[config.mk]
export PLATFORM = sky130hd
export DESIGN_NAME = psft_queue
export DESIGN_NICKNAME = d
export VERILOG_FILES = /design/src/rtl/core/psft_pkg.sv /design/src/rtl/core/psft_queue.sv
export SDC_FILE = /design/constraint.sdc
export NUM_CORES = 1
export LEC_CHECK = 0
export ABC_AREA = 0
export ABC_CLOCK_PERIOD_IN_PS = 2800
export BUFFER_PORTS_ARGS = -buffer_cell sky130_fd_sc_hd__buf_4
export CAP_MARGIN = 20
export CORE_MARGIN = 2
export CORE_UTILIZATION = 51
export DETAILED_ROUTE_END_ITERATION = 8
export PLACE_DENSITY = 0.78
export SYNTH_ARGS = -nofsm -noshare
export SYNTH_HDL_FRONTEND = slang
export SYNTH_SLANG_ARGS = --single-unit
[constraint.sdc]
create_clock -name clk -period 2.8 [get_ports clk]
set_clock_uncertainty 0.05 [all_clocks]
set_input_delay 0.28 -clock clk [delete_from_list [all_inputs] [get_ports clk]]
set_output_delay 0.28 -clock clk [all_outputs]
set_load 0.05 [all_outputs]
[src/rtl/core/psft_pkg.sv]
// Shared constants, types and helpers of the publish/subscribe fan-out table.
`default_nettype none
package psft_pkg;

  // Table geometry.
  localparam int TOPICS = 128;
  localparam int SLOTS  = 16;

  // Field widths of the channels.
  localparam int TOPIC_W   = 7;
  localparam int ID_W      = 8;
  localparam int PAYLOAD_W = 32;
  localparam int KIND_W    = 2;

  // Derived widths and depths.
  localparam int TOPIC_AW  = (TOPICS > 1) ? $clog2(TOPICS) : 1;
  localparam int SLOT_AW   = (SLOTS > 1) ? $clog2(SLOTS) : 1;
  localparam int CNT_W     = $clog2(SLOTS + 1);
  localparam int IDS_DEPTH = TOPICS * (2 ** SLOT_AW);

  // Depth of the queue between the front and the back part.
  localparam int QDEPTH = 2;
  localparam int QAW    = $clog2(QDEPTH);
  localparam int QCNT_W = $clog2(QDEPTH + 1);

  // Operation codes of an input beat.
  localparam logic OP_PUBLISH   = 1'b0;
  localparam logic OP_SUBSCRIBE = 1'b1;

  // Result kinds.
  localparam logic [KIND_W-1:0] KIND_FORWARD = 2'd0;
  localparam logic [KIND_W-1:0] KIND_OK      = 2'd1;
  localparam logic [KIND_W-1:0] KIND_FULL    = 2'd2;

  // Sender id carried by subscribe replies.
  localparam logic [ID_W-1:0] REPLY_FROM = 8'd1;

  // Classified command handed from the front to the back part.
  typedef struct packed {
    logic [KIND_W-1:0]    kind;
    logic [TOPIC_W-1:0]   topic;
    logic [ID_W-1:0]      sender;
    logic [PAYLOAD_W-1:0] payload;
    logic [CNT_W-1:0]     cnt;
  } cmd_t;

  // Write port of the subscriber id store.
  typedef struct packed {
    logic                         we;
    logic [TOPIC_AW+SLOT_AW-1:0]  addr;
    logic [ID_W-1:0]              data;
  } ids_wr_t;

  // Row address of a topic in the tables.
  function automatic logic [TOPIC_AW-1:0] topic_addr(input logic [TOPIC_W-1:0] t);
    return TOPIC_AW'(t);
  endfunction

endpackage
`default_nettype wire

[src/rtl/core/psft_queue.sv]
// Short command queue between the front and the back part.
`default_nettype none
module psft_queue (
  input  wire logic           clk,
  input  wire logic           rst_n,
  input  wire logic           push_vld,
  input  wire psft_pkg::cmd_t push_cmd,
  output      logic           push_rdy,
  output      logic           pop_vld,
  output      psft_pkg::cmd_t pop_cmd,
  input  wire logic           pop_rdy
);
  import psft_pkg::*;

  cmd_t              entries_r [QDEPTH];
  logic [QAW-1:0]    wr_ptr_r, wr_ptr_nxt;
  logic [QAW-1:0]    rd_ptr_r, rd_ptr_nxt;
  logic [QCNT_W-1:0] fill_r, fill_nxt;
  logic              do_push;
  logic              do_pop;

  assign push_rdy = (fill_r != QCNT_W'(QDEPTH));
  assign pop_vld  = (fill_r != '0);
  assign pop_cmd  = entries_r[rd_ptr_r];
  assign do_push  = push_vld && push_rdy;
  assign do_pop   = pop_vld && pop_rdy;

  // Pointer and fill bookkeeping.
  always_comb begin
    wr_ptr_nxt = do_push ? QAW'(wr_ptr_r + 1'b1) : wr_ptr_r;
    rd_ptr_nxt = do_pop ? QAW'(rd_ptr_r + 1'b1) : rd_ptr_r;
    fill_nxt   = fill_r;
    if (do_push && !do_pop) begin
      fill_nxt = QCNT_W'(fill_r + 1'b1);
    end else if (do_pop && !do_push) begin
      fill_nxt = QCNT_W'(fill_r - 1'b1);
    end
  end

  always_ff @(posedge clk) begin
    if (!rst_n) begin
      wr_ptr_r <= '0;
      rd_ptr_r <= '0;
      fill_r   <= '0;
    end else begin
      wr_ptr_r <= wr_ptr_nxt;
      rd_ptr_r <= rd_ptr_nxt;
      fill_r   <= fill_nxt;
    end
  end

  // Entry storage.
  always_ff @(posedge clk) begin
    if (do_push) begin
      entries_r[wr_ptr_r] <= push_cmd;
    end
  end

endmodule
`default_nettype wire

==> results by group <==
Global routing
  – Initial antenna violation count: 0
  – Overflow after GRT: 0
  – Number of global-route vias before repair: 2476
  – Largest net degree at the start of global routing: 35
  – First-pass GRT wire length: 11900 µm
  – GRT Total Usage: 18.5%

CTS
  – Post-CTS sizing: 0
  – CTS clk-pin slew, worst paths: around 0.050 ns
  – CTS tree: built
  – Clock sink count: 113
  – TritonCTS Buffers: 17
  – Clk_lat worst skew: 0.48 ns
  – Root buffer cell: clkbuf_8
  – Setup Buffers After CTS: 0
  – Hold_buf cts: 55
  – CTS max path bufs: 2
  – Clock H-tree levels: 4

Routing
  – DR pass1 iterations: 5
  – Aggregate routed wire length: ~8200 µm
  – Routed len/inst: 16.5 µm
  – Iter 0 DRT Violations: 103
  – Post-detailed-route count of antenna-violating nets: 0
  – Via-to-Cell Ratio: 4.90
  – Routed via count: 2416
  – DRC viols: 0

STA
  – Fin. Hold Viols: 0
  – Setup TNS: 0 ns
  – Worst slew pin tran: 0.540 ns
  – RSZ-0062 raised after global routing: false
  – Post-route minimum period: 2.35 ns
  – Slew margin rel.: approximately 64%
  – Fmax: 425 MHz
  – Final worst path period share: ~84%
  – # setup viols final: 0
  – Pins over their slew limit: 0

Synth
  – Avg Cell Area, Syn: 21.5 µm²
  – Mapped Cells: 192
  – Mapped Area: 4140 µm²
  – Sequential fraction of the synthesis area: 80.8%
  – Distinct cells, synth: 20
  – Syn nets: around 250
  – Synth warn: 0
  – Synthesized flop and latch total: around 110

Finish
  – Final Instance Area: 6290 µm²
  – Commonest non-fill, non-tap cell in the layout: buf_4
  – Commonest cells after routing, fill and taps aside: buf_4, edfxtp_1, dlygate4sd3_1
  – Fill count: 409
  – Fin nets: 437
  – Layout cell share with drive strength beyond 1: 53.5%
  – Diodes inserted: 0
  – Layout area overhead: 52.2%

Power
  – Leak pwr: about 0.0024 µW
  – Peak supply drop: roughly 0.69 mV
  – Power per cell area: 1040 nW/µm²

Worst setup path
  – Worst setup SP type: flip-flop
  – Crit. End Element: output pin
  – Crit path kind: reg -> out
  – Worst endpoint required time: between 2 and 2.5 ns
  – Critical path peak fanout: 34
  – Arrival time at the worst endpoint: 2.02 ns

Floorplanning
  – I/O Pins: approximately 110
  – Std-Cell Rows: 32
  – Die Y: 94.1 µm
  – Die width: 94.1 µm
  – Core area: 7810 µm²
  – Initial Util: ~53%
  – Full die area: 8850 µm²

Placed design
  – # port buffers: 113
  – Final GP Congestion: 0.710
  – DPL Wire Length: 4710 µm
  – Dpl cell area: 5120 µm²

Job
  – Max-Cap Viols: 0

Min path
  – HP Class: in -> reg

Run status
  – Status: completed
## registers in the layout, indices dropped and copies added (netlist names), named ones only
name,count
fill_r,2
entries_r,108
rd_ptr_r,1
wr_ptr_r,1
## cell type report
| class | instances | area [µm²] | share of cell area, % |
|---|---|---|---|
| Clock buffer | 17 | 414 | 6.58 |
| Clock inverter | 15 | 208 | 3.30 |
| Inverter | 1 | 3.75 | 0.0596 |
| Multi-Input combinational cell | 72 | 748 | 11.9 |
| Sequential cell | 113 | 3340 | 53.1 |
| Tap cell | 102 | 128 | 2.03 |
| Timing Repair Buffer | 173 | 1450 | 23.0 |
## worst max-delay path: stages (launching register included)
cell and delay [ns]:
dfxtp_2 0.67, buf_12 0.30, mux2_2 0.37, buf_4 0.19
## final timing paths
kind              cells past startpoint  startpoint                to  slack (ns)
setup / recovery                      3   flip-flop       pop_cmd[43]        0.45
hold / removal                        3    push_vld          wr_ptr_r        0.06
setup reg to reg                      3   fill_r[0]  entries_r[1][22]        0.93
hold reg to reg                       2   fill_r[1]         fill_r[1]        0.51
## cell usage after synthesis
cell type    n  area [µm²]
and3_1       1        6.26
o21ai_0      1        5.00
or2_2        1        6.26
edfxtp_1   108        3240
a21bo_2      1        10.0
a21boi_1     1        7.51
inv_1        1        3.75
mux2_2      54         608
o21ai_1      1        5.00
and2_1       4        25.0
dfxtp_1      5         100
ha_1         1        12.5
buf_2        1        5.00
xor2_1       1        8.76
a21boi_0     1        7.51
nand3b_1     1        7.51
nand2b_4     1        13.8
or3_1        1        6.26
buf_4        5        37.5
xnor2_1      2        17.5
## metal layers
| metal | track usage (%) | share of wire (%) | vias to the layer above | wire (µm) |
|---|---|---|---|---|
| li1 | - | - | 1137 | - |
| met1 | 22.2 | 42 | 1182 | 3390 |
| met2 | 31.8 | 52 | 87 | 4270 |
| met3 | 5.62 | 4.6 | 10 | 379 |
| met4 | 6.52 | 1.5 | 0 | 123 |
| met5 | 0 | 0 | - | 0 |
## power breakdown
part	internal (µW)	switching [µW]	leakage (µW)
sequential	2120	109	0.00105
combinational	773	1370	0.00106
clock	1450	738	0.000293
## through the flow
stage	std cells	setup slack [ns]	total power (µW)	hold slack [ns]	util, %
final	493	0.448	6560	0.0601	80.6
after global routing	493	0.357	6780	0.0471	80.6
after CTS	493	0.422	6600	0.0382	80.6
after detailed placement	406	0.922	4330	0.417	65.6
after global placement	406	0.940	4310	0.415	65.6
after floorplan	192	0.322	3740	0.329	-
## logic make-up after synthesis
kind of cell             share of synthesized area (%)
XOR/XNOR                                         0.635
AND/OR/NAND/NOR                                   1.57
multiplexers                                      14.7
adder cells (fa/ha/maj)                          0.302
buffers and inverters                             1.12
AO/OA/AOI/OAI                                    0.847
flip-flops                                        80.8
(Power assumes the default switching activity.)
