File: config.mk
export PLATFORM = sky130hd
export DESIGN_NAME = psft_ram
export DESIGN_NICKNAME = d
export VERILOG_FILES = /design/src/rtl/core/psft_ram.sv
export SDC_FILE = /design/constraint.sdc
export NUM_CORES = 1
export LEC_CHECK = 0
export BUFFER_PORTS_ARGS = -buffer_cell sky130_fd_sc_hd__buf_2
export CORE_UTILIZATION = 54
export DETAILED_ROUTE_END_ITERATION = 12
export PLACE_DENSITY_LB_ADDON = 0.12
export REMOVE_ABC_BUFFERS = 1
export SLEW_MARGIN = 10
export SYNTH_ARGS = -nofsm -noshare
export SYNTH_HDL_FRONTEND = slang
export SYNTH_SLANG_ARGS = --single-unit
File: constraint.sdc
create_clock -name clk -period 1.5 [get_ports clk]
set_input_delay 0.075 -clock clk [delete_from_list [all_inputs] [get_ports clk]]
set_output_delay 0.075 -clock clk [all_outputs]
set_load 0.05 [all_outputs]
File: src/rtl/core/psft_ram.sv
// Generic single-write, single-read RAM with registered read data.
`default_nettype none
module psft_ram #(
  parameter int WIDTH = 8,
  parameter int DEPTH = 16
) (
  input  wire logic                     clk,
  input  wire logic                     we,
  input  wire logic [$clog2(DEPTH)-1:0] waddr,
  input  wire logic [WIDTH-1:0]         wdata,
  input  wire logic [$clog2(DEPTH)-1:0] raddr,
  output      logic [WIDTH-1:0]         rdata
);

  logic [WIDTH-1:0] mem_r [DEPTH];

  // Write port.
  always_ff @(posedge clk) begin
    if (we) begin
      mem_r[waddr] <= wdata;
    end
  end

  // Registered read port.
  always_ff @(posedge clk) begin
    rdata <= mem_r[raddr];
  end

endmodule
`default_nettype wire

==> impl.org, run 1 <==
** Synthesis
- Synthesis handed over a netlist of 229 instances.
- Synth Register Bits :: 136
- Counting distinct cell types in the post-synthesis netlist gives 19.
- The Yosys step of the flow raised 0 warnings.
- Area of the mapped netlist :: 5150 um2
- Syn avg cell area :: 22.5 um2
- Post-synthesis sequential area ratio :: 77.8%

** Place
- Instance area at placement :: 5540 um2
- Detailed placement finished with a half-perimeter wire length of 5.67 mm.
- The congestion estimate from routability-driven global placement came to 0.730.
- Count of buffers inserted at the top-level ports :: 25

** Clock network
- The later pin in the worst-skew pair is clocked with a latency of 0.51 ns.
- Buffers inserted during clock tree synthesis total 17.
- Clk root buf :: clkbuf_8
- No sink is reached through more buffers than the 2 on the longest clock path.
- Gates resized during post-CTS repair numbered 0.
- Buffers added to address setup during post-CTS repair amount to 0.
- TritonCTS clock tree :: yes
- CTS Hold Buffers Added :: 8
- Max H-tree Level :: 4
- Counting every sink on the clock net gives 136.
- After clock tree synthesis, the clock-pin slew on the worst setup and hold paths is 0.06 ns.

** Power and ir drop
- Power per cell area :: 1460 nW/um2
- The analysis attributes to cell leakage a power of 2.15 nW.
- Peak VDD IR :: 846 uV
- Total power draw :: 9.14 mW

** Routing
- For this run, design rule violations remaining after detail routing come to 0.
- The detail route stage leaves a number of antenna-violating nets equal to 0.
- Wires add up to 9.74 mm.
- 1st-pass router iterations :: 4
- The final route contains 2483 vias.
- Met2 WL post-DR :: 4.73 mm
- Detailed-routed wire length on met3 :: 584 um
- For this block, the initial DRC count from the detailed router was 219.
- Final routed wire length divided by cell count :: 22.5 um
- Metal1 wirelength :: 4.32 mm
- Highest routed metal layer :: met4
- Via-per-instance ratio :: 5.73

** STA
- The number of slew-limit violations in the final report is 0.
- Achievable frequency :: 715 MHz
- The worst path uses 93.2% of the clock period.
- On the final layout, the worst clock skew is 0.00848 ns.
- Remaining max-slew budget at the tightest pin :: 73.7%
- Sum of negative setup slack :: 0 ns
- Number of failing setup endpoints in the final timing report :: 0
- Unrepaired setup endpoints after global routing :: false
- Worst slew pin tran :: 0.394 ns
- The number of hold-slack violations in the final timing report came to 0.
- Min Tclk post-route :: 1.40 ns

** Cells and area
- In the final layout, the share of cells above drive strength 1 is 31.3%.
- The number of antenna diodes in the final layout is 0.
- Post-layout utilization of the core :: 67.6%
- NumNets Final :: 310
- Synthesis-to-finish area growth :: 21.3%
- After routing the design area is 6250 um2.
- Counting the fill cells in the layout gives 609.
- In the final layout, flip-flops and latches occupy 4000 um2.
- The multi-input combinational cells in the finished layout cover a total of 1060 um2.

** Worst setup path
- Critical path peak fanout :: 1
- The worst setup path is launched from a flop.
- Data on the critical path is required at its endpoint by 1.89 ns.
- Walking the worst path, the cells encountered are mux4_1 -> a22oi_1 -> nand2_1.
- The slowest stage of the critical path is the mux4_1 cell.
- STA puts the critical path data arrival time at 1.79 ns.
- The worst register-to-register path begins at mem_r[1][1].
- For this run, the slowest stage of the critical path takes 0.52 ns.
- Together, buffers and inverters on the worst path number 0.
- The setup path with the least slack is of type reg -> reg.
- Logic depth of the worst setup path including buffers :: 3
- Critical register-to-register path endpoint :: rdata[1]
- Grouping stages by cell kind, the critical path spends the most delay in multiplexers.
- R2R depth :: 3
- Register-to-register setup slack :: 0.10 ns
- Endpoint kind of the worst setup timing path :: flop

** Floorplanning
- Row cnt :: 35
- The initial utilization of the core area, before any placement, comes to 55.7%.
- Core footprint :: 9240 um2
- 26 I/O pins were placed.
- The die covers 9930 um2.
- The floorplan step set the die height to 99.6 um.
- Horizontal die dimension :: 99.6 um

** GRT
- Global-route wire length before repair :: 15.2 mm
- Pin count of the biggest net entering global routing :: 33
- Number of antenna violations at the first check in global routing :: 0
- The via count of the first global-routing pass came to 2599.
- Global route total overflow :: 0
- Global routing consumed, over all layers together, 22.5% of the routing resources.

** Min path
- Type of the worst min-delay path :: in -> reg
- Worst Hold Endpoint :: mem_r[0][3]
- The worst hold path was traced through 3 stages.
- Hold Path Origin :: waddr[0]

** Status
- Result of the run :: finished, final reports clean

** Run
- Maximum capacitance violations :: 0
==> per-stage QoR <==
| step | hold slack, ns | setup slack (ns) | std cells |
|---|---|---|---|
| after floorplan | 0.174 | -0.0679 | 219 |
| after global placement | 0.470 | -0.0362 | 394 |
| after detailed placement | 0.473 | -0.0283 | 394 |
| after CTS | 0.103 | 0.0656 | 433 |
| after global routing | 0.139 | 0.0316 | 433 |
| final | 0.132 | 0.102 | 433 |
==> kinds of logic (layout without fill, tap and decap cells) <==
group                  after synthesis  in the layout  share of synthesized area, %
muxes                               32             32                          15.0
and+or+nand+nor                     35             35                          3.18
DFF                                136            136                          77.8
buffers and inverters               10             85                          1.68
AOI/OAI and AO/OA                   16             16                          2.33
==> routing by layer <==
metal  GRT usage (%)  up-vias
met5               0        -
met4            9.16        0
met3            5.34       13
met2            33.4       92
met1            32.8     1279
li1                -     1099
==> worst max path at each step <==
stage / startpoint / to / slack [ns]
2_1_floorplan: waddr[2] / mem_r[0][0] / -0.07
3_3_place_gp: raddr[0] / rdata[1] / -0.04
3_5_place_dp: raddr[0] / rdata[1] / -0.03
4_1_cts: mem_r[1][1] / rdata[1] / 0.07
5_1_grt: mem_r[1][1] / rdata[1] / 0.03
6_report: mem_r[1][1] / rdata[1] / 0.10
==> synth_stat cells (all sizes together) <==
master / n / area [um2]
nand2b: 2 / 12.5
and2: 1 / 6.26
and2b: 1 / 7.51
nand3b: 2 / 15.0
edfxtp: 128 / 3840
or3b: 1 / 8.76
nor2b: 1 / 6.26
nand3: 1 / 5.00
nor3: 4 / 20.0
nor2: 13 / 48.8
buf: 7 / 56.3
dfxtp: 8 / 160
mux4: 32 / 773
clkdlybuf4s25: 3 / 30.0
a22oi: 16 / 120
nand2: 9 / 33.8
==> state kept, by name, summed over array words and instances (netlist names) <==
name / cells
mem_r: 128
rdata: 8
==> cell type report <==
type                            count  share of cell area, %
Multi-Input combinational cell     83                   16.9
Tap cell                          129                   2.58
Sequential cell                   136                   64.1
Timing Repair Buffer               54                   6.41
Clock buffer                       18                   6.69
Clock inverter                     13                   3.29
==> where the power goes <==
group	switching [mW]	total [mW]	internal, mW	leakage, nW
Clock	1.52	4.37	2.85	0.297
Combinational	0.307	0.499	0.192	0.629
Sequential	0.0264	4.28	4.25	1.22
==> tightest hold or removal path, cell delays in order <==
cell    delay (ns)
buf_2         0.14
nor3_1        0.06
buf_4         0.18
==> cells in the final DEF, fill, tap and decap left out, drive strengths merged <==
cell,n
edfxtp,128
nand2,9
nor3,4
buf,46
dlygate4sd3,8
a22oi,16
dfxtp,8
or3b,1
nand3b,2
bufinv,5
clkinvlp,3
nor2b,1
and2,1
clkinv,5
nand2b,2
mux4,32
nor2,13
clkbuf,18
nand3,1
and2b,1
Note: power is estimated with default switching activity, not from simulation.
==> run 2: changes to the inputs <==
Settings changed: CORE_ASPECT_RATIO set to 0.7, HOLD_SLACK_MARGIN set to 0.15, MAX_ROUTING_LAYER set to met4.
==> impl.org, run 2 (synthesized netlist as in run 1, its figures left out) <==
** Floorplanning
- The die area was 9930 um2 (about the same).
- Core footprint :: 9140 um2 (was 9240 um2)
- Starting density of the core :: 56.3% (was 55.7%)
- The placement row count is 29 (was 35).
- Horizontal die dimension :: 119 um (was 99.6 um)
- The top-level port count is 26 (unchanged).
- Die outline height :: 83.7 um (was 99.6 um)

** Routing
- The via count of the routed design came to 2521 (was 2483).
- The DRC marker count from the first detailed-route iteration is 190 (was 219).
- Via-per-instance ratio :: 5.85 (was 5.73)
- DRT Wirelength :: 9.98 mm (was 9.74 mm)
- The remaining routing DRC violations was 0 (unchanged).
- The post-detailed-route wirelength per cell came to 23.2 um (was 22.5 um).
- 1st-pass router iterations :: 6 (was 4)
- The number of routed nets with antenna violations came to 0 (unchanged).

** GRT
- Global-route wire length before repair :: 15.3 mm (was 15.2 mm)
- Number of antenna violations at the first check in global routing :: 0 (unchanged)
- Pin count of the biggest net entering global routing :: 33 (unchanged)
- Number of global-route vias before repair :: 2501 (was 2599)
- Overall fraction of global-route tracks in use :: 23.6% (was 22.5%)
- The global-route congestion overflow total came to 0 (unchanged).

** STA
- The transition time of the tightest slew-check pin was 0.795 ns (was 0.394 ns).
- Fin worst setup slack :: 0.0555 ns (was 0.102 ns)
- Achievable frequency :: 692 MHz (was 715 MHz)
- Min Tclk post-route :: 1.44 ns (was 1.40 ns)
- The share of the cycle needed by the critical path after routing came to 96.3% (was 93.2%).
- The clock tree skew after final layout came to 0.00632 ns (was 0.00848 ns).
- The setup-violating endpoint count in the final report is 0 (unchanged).
- Hold violation total from the final report :: 0 (unchanged)
- The number of slew-limit violations in the final report was 0 (unchanged).
- Unrepaired setup endpoints after global routing: false (unchanged).
- Remaining max-slew budget at the tightest pin :: 46.9% (was 73.7%)

** Cells and area
- NumNets Final :: 312 (was 310)
- Most flop-heavy register :: mem_r (unchanged)
- Fin cells :: 431 (was 433)
- Ant diodes :: 0 (unchanged)
- The fraction of final layout cells with drive strength greater than 1 is 31.6% (was 31.3%).
- The core occupancy in the finished layout was 68.8% (was 67.6%).
- The final non-filler cell area is 6290 um2 (was 6250 um2).
- Regs by FF count :: mem_r x128, rdata x8 (unchanged)
- Filler cell count :: 588 (was 609)
- Flip-flop count of the largest register, all copies and words added :: 128 (unchanged)
- Synthesis-to-finish area growth :: 22.2% (was 21.3%)
- Most frequent cells in the layout: edfxtp_1, buf_2, buf_4, mux4_2, clkbuf_16 (was edfxtp_1, buf_2, mux4_2, buf_4).
- The most frequent standard cell in the layout excluding fill and tap cells was edfxtp_1 (unchanged).

** Clock network
- Clock buffer count from CTS :: 17 (unchanged)
- The clock tree from TritonCTS was yes (unchanged).
- The clock latency on the worst-skew pair came to 0.42 ns (was 0.51 ns).
- The clock-pin slew reported for the worst setup and hold paths after clock tree synthesis came to 0.06 ns (about the same).
- The number of cells upsized or downsized after cts was 0 (unchanged).
- TritonCTS Sinks :: 136 (unchanged)
- The clock tree root driver cell was clkbuf_16 (was clkbuf_8).
- The count of H-tree levels built during CTS is 4 (unchanged).
- Clock tree buffer depth :: 2 (unchanged)

** Place
- Total placed cells including tap cells :: 391 (was 394)
- The count of input and output buffers was 25 (unchanged).
- Pre-CTS setup slack :: -0.0278 ns (was -0.0283 ns)
- The post-detailed-placement cell area is 5560 um2 (was 5540 um2).
- Placed wire-length estimate after detailed placement :: 6.04 mm (was 5.67 mm)
- Routability congestion estimate from global placement :: 0.748 (was 0.730)

** Power and ir drop
- The final total power came to 9.28 mW (was 9.14 mW).
- Leakage power summed over all cells :: 2.16 nW (was 2.15 nW)
- Power per cell area :: 1480 nW/um2 (was 1460 nW/um2)
- The worst voltage drop across the vdd grid is 1470 uV (was 846 uV).

** Worst setup path
- Critical path peak fanout :: 1 (unchanged)
- The type of the worst setup path was reg -> reg (unchanged).
- Crit start category :: flop (unchanged)
- Register-to-register setup slack :: 0.06 ns (was 0.10 ns)
- The worst path required time came to 1.79 ns (was 1.89 ns).
- The arrival time reported for the critical path endpoint is 1.74 ns (was 1.79 ns).
- Endpoint kind of the worst setup timing path :: flop (unchanged)

** Min path
- The kind of path behind the tightest hold check is in -> reg (unchanged).

** Status
- Result of the run: finished, final reports clean (unchanged).

** Run
- The number of violations of the max-capacitance limit was 0 (unchanged).
-- run 2: cell count changes in the layout (fill, tap and decap cells not counted) --
cell,previous run,this run
clkbuf_16,16,17
clkinv_4,2,0
clkinv_1,0,1
buf_12,3,4
buf_4,18,19
clkinvlp_4,3,5
clkinv_2,3,2
-- run 2: path summary, 6_finish.rpt --
check,start,endpoint,cells after the start
max reg2reg,mem_r[11][6],rdata[6],3
min reg2reg,mem_r[14][3],rdata[3],3
max,mem_r[11][6],rdata[6],3
min,waddr[0],mem_r[4][7],3
-- run 2: cell type report --
cell class / instances / area, um2 / area share (%)
flip-flops and latches: 136 / 4000 / 63.7
multi-input cells: 83 / 1060 / 16.8
clock buffers: 19 / 443 / 7.04
repair buffers: 56 / 428 / 6.80
clock inverters: 13 / 201 / 3.20
well taps: 124 / 155 / 2.47
-- run 2: through the flow --
step | hold WS, ns | setup TNS [ns]
6_report | 0.227 | 0
5_1_grt | 0.226 | 0
4_1_cts | 0.209 | 0
3_5_place_dp | 0.483 | -0.0339
3_3_place_gp | 0.466 | -0.0313
2_1_floorplan | 0.174 | -0.543
-- run 2: report_power, final --
part           internal, mW  switching, mW  total, mW
combinational         0.199          0.314      0.512
sequential             4.25         0.0240       4.27
clock                  2.98           1.52       4.49
total                  7.42           1.86       9.28
-- run 2: repair_timing --
action | in CTS | in global routing
buffers inserted | 0 | 0
hold buffers | 8 | 0
endpoints found under the hold margin | 128 | 0
-- run 2: layer usage --
layer	GRT usage, %	part of all wire [%]	vias to the layer above
met5	-	0	-
met4	9.32	1.5	0
met3	6.35	5.4	16
met2	32.0	45	88
met1	34.4	48	1316
li1	-	-	1101
-- run 2: worst max-delay path, stage by stage, from the launching register on --
cell and delay (ns):
edfxtp_1 0.39, mux4_2 0.50, a22oi_1 0.35, nand2_1 0.08
