===== src/rtl/core/psft_pkg.sv =====
// Shared constants, types and helpers of the publish/subscribe fan-out table.
`default_nettype none
package psft_pkg;

  // Table geometry.
  localparam int TOPICS = 128;
  localparam int SLOTS  = 16;

  // Field widths of the channels.
  localparam int TOPIC_W   = 7;
  localparam int ID_W      = 8;
  localparam int PAYLOAD_W = 32;
  localparam int KIND_W    = 2;

  // Derived widths and depths.
  localparam int TOPIC_AW  = (TOPICS > 1) ? $clog2(TOPICS) : 1;
  localparam int SLOT_AW   = (SLOTS > 1) ? $clog2(SLOTS) : 1;
  localparam int CNT_W     = $clog2(SLOTS + 1);
  localparam int IDS_DEPTH = TOPICS * (2 ** SLOT_AW);

  // Depth of the queue between the front and the back part.
  localparam int QDEPTH = 2;
  localparam int QAW    = $clog2(QDEPTH);
  localparam int QCNT_W = $clog2(QDEPTH + 1);

  // Operation codes of an input beat.
  localparam logic OP_PUBLISH   = 1'b0;
  localparam logic OP_SUBSCRIBE = 1'b1;

  // Result kinds.
  localparam logic [KIND_W-1:0] KIND_FORWARD = 2'd0;
  localparam logic [KIND_W-1:0] KIND_OK      = 2'd1;
  localparam logic [KIND_W-1:0] KIND_FULL    = 2'd2;

  // Sender id carried by subscribe replies.
  localparam logic [ID_W-1:0] REPLY_FROM = 8'd1;

  // Classified command handed from the front to the back part.
  typedef struct packed {
    logic [KIND_W-1:0]    kind;
    logic [TOPIC_W-1:0]   topic;
    logic [ID_W-1:0]      sender;
    logic [PAYLOAD_W-1:0] payload;
    logic [CNT_W-1:0]     cnt;
  } cmd_t;

  // Write port of the subscriber id store.
  typedef struct packed {
    logic                         we;
    logic [TOPIC_AW+SLOT_AW-1:0]  addr;
    logic [ID_W-1:0]              data;
  } ids_wr_t;

  // Row address of a topic in the tables.
  function automatic logic [TOPIC_AW-1:0] topic_addr(input logic [TOPIC_W-1:0] t);
    return TOPIC_AW'(t);
  endfunction

endpackage
`default_nettype wire


===== src/rtl/core/psft_if.sv =====
// Channel interfaces of the publish/subscribe fan-out table.
`default_nettype none


interface psft_out_if;
  import psft_pkg::*;

  logic                 valid;
  logic                 ready;
  logic [KIND_W-1:0]    reply_kind;
  logic [ID_W-1:0]      receiver_id;
  logic [ID_W-1:0]      from_id;
  logic [TOPIC_W-1:0]   out_topic;
  logic [PAYLOAD_W-1:0] out_payload;
  logic                 last;

  modport source (output valid, output reply_kind, output receiver_id, output from_id,
                  output out_topic, output out_payload, output last, input ready);
  modport sink   (input valid, input reply_kind, input receiver_id, input from_id,
                  input out_topic, input out_payload, input last, output ready);
endinterface
`default_nettype wire


===== src/rtl/core/psft_back.sv =====
// Back part: turns commands into replies or into one forwarded copy per subscriber.
`default_nettype none
module psft_back (
  input  wire logic                                  clk,
  input  wire logic                                  rst_n,
  input  wire logic                                  pop_vld,
  input  wire psft_pkg::cmd_t                        pop_cmd,
  output      logic                                  pop_rdy,
  output      logic [psft_pkg::TOPIC_AW+psft_pkg::SLOT_AW-1:0] ids_raddr,
  input  wire logic [psft_pkg::ID_W-1:0]             ids_rdata,
  psft_out_if.source                                 out_ch
);
  import psft_pkg::*;

  localparam logic [1:0] BK_IDLE  = 2'd0;
  localparam logic [1:0] BK_REPLY = 2'd1;
  localparam logic [1:0] BK_FAN   = 2'd2;

  logic [1:0]           state_r, state_nxt;
  cmd_t                 cmd_r, cmd_nxt;
  logic [SLOT_AW-1:0]   idx_r, idx_nxt;
  logic                 is_last;
  logic                 can_ld;
  logic                 load;

  logic                 out_vld_r, out_vld_nxt;
  logic [KIND_W-1:0]    ld_kind,    out_kind_r;
  logic [ID_W-1:0]      ld_recv,    out_recv_r;
  logic [ID_W-1:0]      ld_from,    out_from_r;
  logic [TOPIC_W-1:0]   ld_topic,   out_topic_r;
  logic [PAYLOAD_W-1:0] ld_payload, out_payload_r;
  logic                 ld_last,    out_last_r;

  assign can_ld  = !out_vld_r || out_ch.ready;
  assign is_last = ((CNT_W'(idx_r) + CNT_W'(1)) == cmd_r.cnt);

  // The id read follows the next slot index, so read data always matches idx_r.
  assign ids_raddr = {topic_addr(cmd_nxt.topic), idx_nxt};

  // Command sequencing and output loading.
  always_comb begin
    state_nxt  = state_r;
    cmd_nxt    = cmd_r;
    idx_nxt    = idx_r;
    pop_rdy    = 1'b0;
    load       = 1'b0;
    ld_kind    = cmd_r.kind;
    ld_recv    = cmd_r.sender;
    ld_from    = REPLY_FROM;
    ld_topic   = cmd_r.topic;
    ld_payload = '0;
    ld_last    = 1'b1;
    unique case (state_r)
      BK_IDLE: begin
        pop_rdy = 1'b1;
        if (pop_vld) begin
          cmd_nxt   = pop_cmd;
          idx_nxt   = '0;
          state_nxt = (pop_cmd.kind == KIND_FORWARD) ? BK_FAN : BK_REPLY;
        end
      end
      BK_REPLY: begin
        if (can_ld) begin
          load      = 1'b1;
          state_nxt = BK_IDLE;
        end
      end
      BK_FAN: begin
        ld_recv    = ids_rdata;
        ld_from    = cmd_r.sender;
        ld_payload = cmd_r.payload;
        ld_last    = is_last;
        if (can_ld) begin
          load = 1'b1;
          if (is_last) begin
            state_nxt = BK_IDLE;
          end else begin
            idx_nxt = idx_r + 1'b1;
          end
        end
      end
      default: state_nxt = BK_IDLE;
    endcase
  end

  // Output register parts the back part from the receiver.
  always_comb begin
    out_vld_nxt = out_vld_r;
    if (load) begin
      out_vld_nxt = 1'b1;
    end else if (out_ch.ready) begin
      out_vld_nxt = 1'b0;
    end
  end

  always_ff @(posedge clk) begin
    if (!rst_n) begin
      state_r   <= BK_IDLE;
      out_vld_r <= 1'b0;
    end else begin
      state_r   <= state_nxt;
      out_vld_r <= out_vld_nxt;
    end
  end

  // Payload registers.
  always_ff @(posedge clk) begin
    cmd_r <= cmd_nxt;
    idx_r <= idx_nxt;
    if (load) begin
      out_kind_r    <= ld_kind;
      out_recv_r    <= ld_recv;
      out_from_r    <= ld_from;
      out_topic_r   <= ld_topic;
      out_payload_r <= ld_payload;
      out_last_r    <= ld_last;
    end
  end

  assign out_ch.valid       = out_vld_r;
  assign out_ch.reply_kind  = out_kind_r;
  assign out_ch.receiver_id = out_recv_r;
  assign out_ch.from_id     = out_from_r;
  assign out_ch.out_topic   = out_topic_r;
  assign out_ch.out_payload = out_payload_r;
  assign out_ch.last        = out_last_r;

endmodule
`default_nettype wire


===== src/flat_wrapper.sv =====
// flat-port wrapper written by rule: the top's interface ports become plain ports
module psft_back_flat import psft_pkg::*;
  (clk, rst_n, pop_vld, pop_cmd, pop_rdy, ids_raddr, ids_rdata, out_ch_valid, out_ch_reply_kind, out_ch_receiver_id, out_ch_from_id, out_ch_out_topic, out_ch_out_payload, out_ch_last, out_ch_ready);
  psft_out_if out_ch_i ();
  input  wire logic clk;
  input  wire logic rst_n;
  input  wire logic pop_vld;
  input  wire psft_pkg::cmd_t pop_cmd;
  output      logic pop_rdy;
  output      logic [psft_pkg::TOPIC_AW+psft_pkg::SLOT_AW-1:0] ids_raddr;
  input  wire logic [psft_pkg::ID_W-1:0] ids_rdata;
  output wire logic [$bits(out_ch_i.valid)-1:0] out_ch_valid;
  output wire logic [$bits(out_ch_i.reply_kind)-1:0] out_ch_reply_kind;
  output wire logic [$bits(out_ch_i.receiver_id)-1:0] out_ch_receiver_id;
  output wire logic [$bits(out_ch_i.from_id)-1:0] out_ch_from_id;
  output wire logic [$bits(out_ch_i.out_topic)-1:0] out_ch_out_topic;
  output wire logic [$bits(out_ch_i.out_payload)-1:0] out_ch_out_payload;
  output wire logic [$bits(out_ch_i.last)-1:0] out_ch_last;
  input wire logic [$bits(out_ch_i.ready)-1:0] out_ch_ready;
  assign out_ch_valid = out_ch_i.valid;
  assign out_ch_reply_kind = out_ch_i.reply_kind;
  assign out_ch_receiver_id = out_ch_i.receiver_id;
  assign out_ch_from_id = out_ch_i.from_id;
  assign out_ch_out_topic = out_ch_i.out_topic;
  assign out_ch_out_payload = out_ch_i.out_payload;
  assign out_ch_last = out_ch_i.last;
  assign out_ch_i.ready = out_ch_ready;
  psft_back u_core (.clk(clk), .rst_n(rst_n), .pop_vld(pop_vld), .pop_cmd(pop_cmd), .pop_rdy(pop_rdy), .ids_raddr(ids_raddr), .ids_rdata(ids_rdata), .out_ch(out_ch_i));
endmodule

===== config.mk =====
export PLATFORM = sky130hd
export DESIGN_NAME = psft_back_flat
export DESIGN_NICKNAME = d
export VERILOG_FILES = /design/src/rtl/core/psft_pkg.sv /design/src/rtl/core/psft_if.sv /design/src/rtl/core/psft_back.sv /design/src/flat_wrapper.sv
export SDC_FILE = /design/constraint.sdc
export NUM_CORES = 1
export LEC_CHECK = 0
export ABC_CLOCK_PERIOD_IN_PS = 5920
export BUFFER_PORTS_ARGS = -buffer_cell sky130_fd_sc_hd__buf_2
export CAP_MARGIN = 5
export CORE_MARGIN = 2
export CORE_UTILIZATION = 40
export DETAILED_ROUTE_END_ITERATION = 10
export PLACE_DENSITY = 0.7
export SLEW_MARGIN = 20
export SYNTH_ARGS = -nofsm -noshare
export SYNTH_HDL_FRONTEND = slang
export SYNTH_SLANG_ARGS = --single-unit

===== constraint.sdc =====
create_clock -name clk -period 5.92 [get_ports clk]
set_clock_uncertainty 0.1 [all_clocks]
set_input_delay 0 -clock clk [delete_from_list [all_inputs] [get_ports clk]]
set_output_delay 0 -clock clk [all_outputs]
set_load 0.02 [all_outputs]

==> results.toml, run 1 <==
[global_route]
antenna_found_initial = 0
grt_use_total = 0.145
grt_pass1_wl_um = 12400
grt_max_degree = 61
grt_overflow = 0
grt_pass1_vias = 2749

[pwr]
p_leak_uw = 0.00255
vdd_drop_max_mv = 0.184
p_per_area_mw_per_mm2 = 393

[clock_network]
path_clk_slew_ps = 60
insertion_delay_ps = 510
post_cts_buffers = 0
htreeDepth = 4
cts_hold_buf = 66
post_cts_resized = 0
cts_made_buffers = 17
clk_path_buf_depth = 2
cts_tree = "done"
cts_root_buffer = "clkbuf_8"
clock-sinks = 119

[yosys]
synth-seq-cells = 119
syn-num-nets = 310
yosys_warnings = 0
async_flop_share = 0
ys.flop_type = "edfxtp_1"
synth-seq-area-share = 0.799
synth_edf_count = 105
synth_area_per_cell_um2 = 17.9
synth.distinct_cells = 32
syn_inst = 240
syn_area_mm2 = 0.00430

[floorplan]
die_area_mm2 = 0.0116
fp.dieW_um = 108
start_util = 0.414
fp.coreArea_mm2 = 0.0104
pin_count = 137
rows = 37
die_y_um = 108

[final_layout]
mostFrequentLayoutCells = "136 x buf_2, 105 x edfxtp_1, 66 x dlygate4sd3_1, 40 x and2_1, 16 x clkbuf_16"
diodes = 0
area_growth_syn_to_layout_pct = 48.2
fin_cells = 603
fin_nets = 525
mostFrequentLayoutCell = "buf_2"
drive_gt1_frac = 0.398

[setup_path]
critPathRequiredTime_ps = 5820
r2r_start = "u_core.state_r[0]$_SDFFE_PN0P_"
crit_arrival_ps = 3000
critPathKind = "reg2out"
regToRegEndpoint = "u_core.idx_r[3]$_DFF_P_"
critPathCaptureType = "primary output"
critPathMaxFanout = 48
r2r_slack_ps = 3380
start_kind = "flop"
rr_worst_depth = 7

[timing]
fmax_ghz = 0.323
rsz0062_at_grt = "false"
setup_violations = 0
finalHoldViolCount = 0
fin_crit_sh = 0.524
worst_pin_slew_ps = 994
setup_tns_ps = 0
slew_headroom = 0.337
slew_violations = 0
min_period_ps = 3100

[routing]
drc = 0
ant_nets = 0
highest_layer = "met4"
drtIter0Drc = 94
drt_pass1_iterations = 4
drt-met1-wl_um = 3190
vias = 2679
met2_wirelength_um = 4400
routed_via_density = 4.44
drt-wirelength-per-cell_um = 13.5
wirelength_um = 8140
dr_wl_met3_um = 413

[status]
status = "complete, no violations"

[place]
numPortBuffers = 136
hpwl_um = 5150
gp_congestion = 0.702
dp_cells = 506

[worst_hold_path]
hp-class = "in2reg"
min_to = "u_core.cmd_r[40]$_DFFE_PP_"
min-delay-start = "pop_cmd[40]"
hold_depth = 2

[run]
max_cap_viol_count = 0
sequential cells by signal, indices dropped and copies added (netlist names):
name and flops:
u_core.out_ch.out_payload 32, u_core.idx_r 4, u_core.state_r 2, u_core.out_ch.last 1, u_core.out_ch.receiver_id 8, u_core.out_ch.valid 1, u_core.out_ch.from_id 8, u_core.out_ch.reply_kind 2
u_core.cmd_r 45, u_core.out_ch.out_topic 7, u_core.ld_kind 2, u_core.ld_topic 7
where the power goes:
part           switching (uW)  internal (uW)
sequential               37.6           1080
clock                     345            635
combinational             255            146
area by class of cell:
| class | instances | area [um2] |
|---|---|---|
| clock buffer | 18 | 418 |
| clock inverter | 13 | 158 |
| fill | 776 | 4010 |
| inverter | 4 | 15.0 |
| multi-input combinational | 110 | 821 |
| sequential | 119 | 3430 |
| tap | 136 | 170 |
| timing repair buffer | 203 | 1350 |
synthesized netlist by cell type, types with 2 or more instances:
master,number,share of area
nand2b_1,2,0.0029
ha_1,4,0.012
o211ai_1,3,0.0052
mux2i_1,3,0.0070
dfxtp_1,14,0.065
a21oi_1,6,0.0070
nor2b_1,2,0.0029
inv_1,4,0.0035
clkbuf_1,5,0.0044
xnor2_1,5,0.010
mux2_2,15,0.039
o21ai_0,2,0.0023
edfxtp_1,105,0.73
nand3_1,4,0.0047
nor2_1,2,0.0017
and2_1,41,0.060
nand2_1,8,0.0070
critical path: stages, from the launching register on:
cell and delay [ps]:
dfxtp_1 320, inv_1 90, ha_1 230, nand2_1 260, inv_2 790, a21oi_1 220, a21oi_1 240, o211ai_1 140
buf_2 190
how the worst max path moves through the flow:
stage	start	endpoint	slack, ps
floorplan	u_core.state_r[0]$_SDFFE_PN0P_	u_core.idx_r[3]$_DFF_P_	3040
global placement	u_core.state_r[0]$_SDFFE_PN0P_	ids_raddr[3]	3390
detailed placement	u_core.state_r[0]$_SDFFE_PN0P_	ids_raddr[0]	3240
CTS	u_core.state_r[0]$_SDFFE_PN0P_	ids_raddr[0]	2700
global route	u_core.state_r[0]$_SDFFE_PN0P_	ids_raddr[3]	2510
finish	u_core.state_r[0]$_SDFFE_PN0P_	ids_raddr[0]	2820
cells by family after synthesis:
| logic type | share of synthesized area |
|---|---|
| compound gates | 0.0297 |
| xor+xnor | 0.0122 |
| fa+ha+maj | 0.0117 |
| buf+inv | 0.0105 |
| flops | 0.799 |
| mux | 0.0463 |
| simple gates | 0.0903 |
metal layers:
| metal | global-route usage | vias up |
|---|---|---|
| met5 | 0 | - |
| met4 | 0.0595 | 0 |
| met3 | 0.0545 | 12 |
| met2 | 0.261 | 87 |
| met1 | 0.151 | 1261 |
| li1 | - | 1319 |
metrics by stage:
step	util	hold WS [ps]	total power [uW]	instance area, um2	setup WS [ps]
floorplan	-	-1.13	1370	4300	3040
global placement	0.494	78.6	1490	5130	3390
detailed placement	0.494	78.6	1510	5130	3240
CTS	0.614	73.1	2530	6360	2700
global route	0.614	76.9	2600	6360	2510
finish	0.614	98.4	2500	6360	2820
(Power assumes the default switching activity.)
==> inputs of run 2 (changes only) <==
--- a/config.mk
+++ b/config.mk
@@ -5,7 +5,7 @@
 export SDC_FILE = /design/constraint.sdc
 export NUM_CORES = 1
 export LEC_CHECK = 0
-export ABC_CLOCK_PERIOD_IN_PS = 5920
+export ABC_CLOCK_PERIOD_IN_PS = 2900
 export BUFFER_PORTS_ARGS = -buffer_cell sky130_fd_sc_hd__buf_2
 export CAP_MARGIN = 5
 export CORE_MARGIN = 2
==> constraint.sdc (replaced) <==
create_clock -name clk -period 2.9 [get_ports clk]
set_clock_uncertainty 0.1 [all_clocks]
set_input_delay 0 -clock clk [delete_from_list [all_inputs] [get_ports clk]]
set_output_delay 0 -clock clk [all_outputs]
set_load 0.02 [all_outputs]
==> run 2 against run 1 <==
Effect of this change:
- critical path depth is 1 lower
- worst setup slack worse by 2500 ps
- worst hold slack better by 1.6 ps
- die area stayed put
- non-clock buffer count is 3 higher
- clock power is 92% higher
- routed wire length is 0.88% higher
- count of clock-buffer cells in the layout is 2 higher
- total power is 100% higher
- via count is 0.86% higher
- critical path type unchanged
- critical endpoint is now ids_raddr[1]
- highest routed layer unchanged
==> results.toml, run 2 (synthesis results as in run 1) <==
[timing]
finalHoldViolCount = 0
setup_violations = 0
slew_headroom = 0.540
fin_crit_sh = 0.906
worst_pin_slew_ps = 690
slew_violations = 0
fmax_ghz = 0.381
min_period_ps = 2630
rsz0062_at_grt = "false"
setup_tns_ps = 0
worst_slack_ps = 272

[setup_path]
critPathRequiredTime_ps = 2800
worst-path-buf-inv = 1
critPathCaptureType = "primary output"
start_kind = "flop"
crit_arrival_ps = 2530
path_cells = "ha_1 -> or3b_1 -> o31ai_1 -> o211ai_4 -> and4_1 -> a211o_1 -> buf_2"
critPathKind = "reg2out"
critPathMaxFanout = 9
crit_family = "simple AND/OR/NAND/NOR gates"
max_stage_delay_ps = 390
slowest_stage = "or3b_1"

[global_route]
grt_max_degree = 43
grt_pass1_vias = 2677
grt_use_met1 = 0.160
busiest_layer = "met2"
grt_use_total = 0.149
grt_pass1_wl_um = 12600
antenna_found_initial = 0
grt_overflow = 0
grtUsageMet2 = 0.254
gr-usage-met3 = 0.0527

[final_layout]
seqCellArea_mm2 = 0.00343
multiInputGateArea_um2 = 821
largest_reg_flops = 45
regMostFlops = "u_core.cmd_r"
area_growth_syn_to_layout_pct = 48.0
mostFrequentLayoutCell = "buf_2"
fill_cells = 821
mostFrequentLayoutCells = "136 x buf_2, 105 x edfxtp_1, 66 x dlygate4sd3_1, 40 x and2_1, 16 x clkbuf_16"
fin_nets = 528
diodes = 0
drive_gt1_frac = 0.398

[clock_network]
cts_tree = "done"
cts_root_buffer = "clkbuf_8"
clock-sinks = 119
post_cts_buffers = 0
htreeDepth = 4
clk_path_buf_depth = 2
cts_made_buffers = 17
path_clk_slew_ps = 60
insertion_delay_ps = 500

[status]
status = "complete, no violations"

[floorplan]
fp.coreArea_mm2 = 0.0104
fp.dieW_um = 108
die_y_um = 108
start_util = 0.414
rows = 37
die_area_mm2 = 0.0116
pin_count = 137

[run]
max_cap_viol_count = 0

[worst_hold_path]
hp-class = "in2reg"

[pwr]
p_leak_uw = 0.00256
vdd_drop_max_mv = 0.331
p_per_area_mw_per_mm2 = 786

[routing]
drc = 0
ant_nets = 0
drtIter0Drc = 92
wirelength_um = 8210
vias = 2702
routed_via_density = 4.46
drt_pass1_iterations = 4
drt-wirelength-per-cell_um = 13.6

[place]
hpwl_um = 5150
dp_slack_ps = 793
gp_congestion = 0.727
numPortBuffers = 136
run 2: cell count changes in the layout (fill, tap and decap cells not counted):
cell / previous run / this run
clkinv_4: 3 / 0
clkbuf_1: 1 / 3
buf_4: 1 / 3
bufinv_16: 3 / 2
clkinv_2: 3 / 6
clkinvlp_4: 3 / 2
buf_12: 0 / 1
run 2: report_power, final:
group / internal, uW / switching (uW) / leakage, uW / total (uW)
Combinational: 316 / 530 / 0.00118 / 846
Clock: 1200 / 681 / 0.000261 / 1880
Sequential: 2200 / 72.1 / 0.00111 / 2270
run 2: layout make-up:
class	count	area share
clock buffers	20	0.0669
clock inverters	11	0.0171
inverters	4	0.00236
multi-input cells	110	0.129
flip-flops and latches	119	0.540
well taps	136	0.0268
repair buffers	206	0.218
run 2: what timing repair did:
item                                   in CTS  in global routing
hold buffers                               66                  0
setup endpoints to repair                   0                  0
endpoints found under the hold margin      67                  0
gates resized for setup                     0                  0
run 2: path summary, 6_finish.rpt:
path / start / slack, ps / endpoint / depth (start not counted)
max: u_core.idx_r[0]$_DFF_P_ / 270 / ids_raddr[1] / 7
min: pop_cmd[27] / 100 / u_core.cmd_r[27]$_DFFE_PP_ / 2
max reg2reg: u_core.idx_r[0]$_DFF_P_ / 780 / u_core.state_r[1]$_SDFFE_PN0P_ / 6
min reg2reg: u_core.ld_kind[1]$_DFFE_PP_ / 320 / u_core.out_ch.reply_kind[1]$_DFFE_PP_ / 0
run 2: per-stage QoR:
stage / instance area, um2 / cells / power (uW) / hold slack (ps) / utilization
floorplan: 4300 / 240 / 2790 / -1.13 / -
global placement: 5160 / 509 / 3070 / 77.6 / 0.498
detailed placement: 5160 / 509 / 3090 / 78.3 / 0.498
CTS: 6360 / 606 / 5050 / 75.9 / 0.613
global route: 6360 / 606 / 5220 / 79.7 / 0.613
finish: 6360 / 606 / 5000 / 99.9 / 0.613
run 2: metal layers:
layer  routed length (um)  vias up
li1                     -     1328
met3                  408       14
met5                    0        -
met4                  193        0
met1                 3300     1271
met2                 4310       89
==> inputs of run 3 (changes only) <==
==> constraint.sdc (replaced) <==
create_clock -name clk -period 2.9 [get_ports clk]
set_clock_uncertainty 0.1 [all_clocks]
set_input_delay 0.29 -clock clk [delete_from_list [all_inputs] [get_ports clk]]
set_output_delay 0.29 -clock clk [all_outputs]
set_load 0.005 [all_outputs]
==> run 3 against run 2 <==
Effect of this change:
- critical path type unchanged
- routed wire length rose by 4.7%
- total power grew 0.46%
- final cell count down 0.33%
- sequential cell count is the same
- critical path depth stayed put
==> results.toml, run 3 (synthesis results as in run 1) <==
[status]
status = "complete, no violations"

[global_route]
busiest_layer = "met2"
grt_use_total = 0.153
gr-usage-met3 = 0.0448
grt_pass1_vias = 2742
antenna_found_initial = 0
grtUsageMet2 = 0.273
grt_pass1_wl_um = 13000
grt_max_degree = 48
grt_use_met1 = 0.167
grt_overflow = 0

[final_layout]
largest_reg_flops = 45
drive_gt1_frac = 0.408
mostFrequentLayoutCells = "136 x buf_2, 105 x edfxtp_1, 63 x dlygate4sd3_1, 40 x and2_1, 16 x clkbuf_16"
diodes = 0
design_area_mm2 = 0.00641
fin_cells = 604
fin_nets = 525
mostFrequentLayoutCell = "buf_2"
regMostFlops = "u_core.cmd_r"
area_growth_syn_to_layout_pct = 49.2

[pwr]
vdd_drop_max_mv = 0.399
p_leak_uw = 0.00257
power_uw = 5020
p_per_area_mw_per_mm2 = 784

[place]
numPortBuffers = 136
dpl_cell_area_mm2 = 0.00516
dp_cells = 509
hpwl_um = 5360
gp_congestion = 0.682

[timing]
setup_violations = 0
min_period_ps = 2830
setup_tns_ps = 0
slew_violations = 0
slew_headroom = 0.597
timing.hold.ws_ps = 86.7
fin_crit_sh = 0.976
worst_pin_slew_ps = 604
finalHoldViolCount = 0
fmax_ghz = 0.353
rsz0062_at_grt = "true"

[floorplan]
fp.dieW_um = 108
pin_count = 137
die_area_mm2 = 0.0116
start_util = 0.414
die_y_um = 108
rows = 37
fp.coreArea_mm2 = 0.0104

[routing]
drt_pass1_iterations = 4
drt-wirelength-per-cell_um = 14.2
ant_nets = 0
wirelength_um = 8600
drc = 0
drtIter0Drc = 128
vias = 2687
routed_via_density = 4.45

[worst_hold_path]
hp-class = "in2reg"

[run]
max_cap_viol_count = 0

[setup_path]
r2r_slack_ps = 860
critPathCaptureType = "primary output"
crit_arrival_ps = 2440
critPathRequiredTime_ps = 2510
critPathMaxFanout = 9
critPathKind = "reg2out"
start_kind = "flop"

[clock_network]
clock-sinks = 119
htreeDepth = 4
cts_tree = "done"
clk_path_buf_depth = 2
path_clk_slew_ps = 60
cts_made_buffers = 17
insertion_delay_ps = 510
cts_root_buffer = "clkbuf_8"
run 3: cell types whose count changed in the layout (fill, tap and decap cells not counted):
cell,before,now
clkinv_2,6,2
dlygate4sd3_1,66,63
bufinv_16,2,4
clkinv_4,0,2
clkbuf_1,3,2
clkinv_1,1,2
dfxtp_1,14,13
dfxtp_2,0,1
ha_1,3,2
ha_4,0,1
inv_6,0,1
nand2_1,8,7
nand2_2,0,1
run 3: routing by layer:
metal  vias up  wire length, um
met5         -                0
met4         0              142
met3        10              375
met2        77             4650
met1      1278             3430
li1       1322                -
run 3: repair_timing:
action	4_1_cts	5_1_grt
gates resized for setup	1	3
pin swaps	1	0
setup endpoints to repair	1	3
hold endpoints to repair	64	0
cloned	0	0
buffers inserted	0	0
hold buffers	63	0
run 3: stage by stage:
stage	setup WS, ps	util
final	69.6	0.618
after global routing	5.26	0.618
after CTS	23.7	0.617
after detailed placement	515	0.498
after global placement	588	0.498
after floorplan	170	-
run 3: worst paths after layout:
check                                                 start                                     to  cells past startpoint
worst max-delay path                u_core.idx_r[1]$_DFF_P_                           ids_raddr[1]                      7
worst min-delay path                           out_ch_ready                u_core.idx_r[3]$_DFF_P_                      4
worst max register to register      u_core.idx_r[1]$_DFF_P_         u_core.state_r[0]$_SDFFE_PN0P_                      6
worst min register to register  u_core.ld_kind[1]$_DFFE_PP_  u_core.out_ch.reply_kind[1]$_DFFE_PP_                      0
run 3: layout make-up:
class	count	area, um2
inverter	4	15.0
clock inverter	13	179
fill	789	3960
sequential	119	3430
timing repair buffer	203	1350
multi-input combinational	110	836
tap	136	170
clock buffer	19	422
run 3: worst max-delay path: stages (launching register included):
cell and delay (ps):
dfxtp_1 380, ha_2 310, xor2_1 150, a211oi_2 230, o211ai_4 190, and4_1 250
a211o_1 280, buf_2 140
run 3: where the power goes:
part | internal, uW | switching, uW
Sequential | 2200 | 75.9
Clock | 1390 | 715
Combinational | 306 | 335
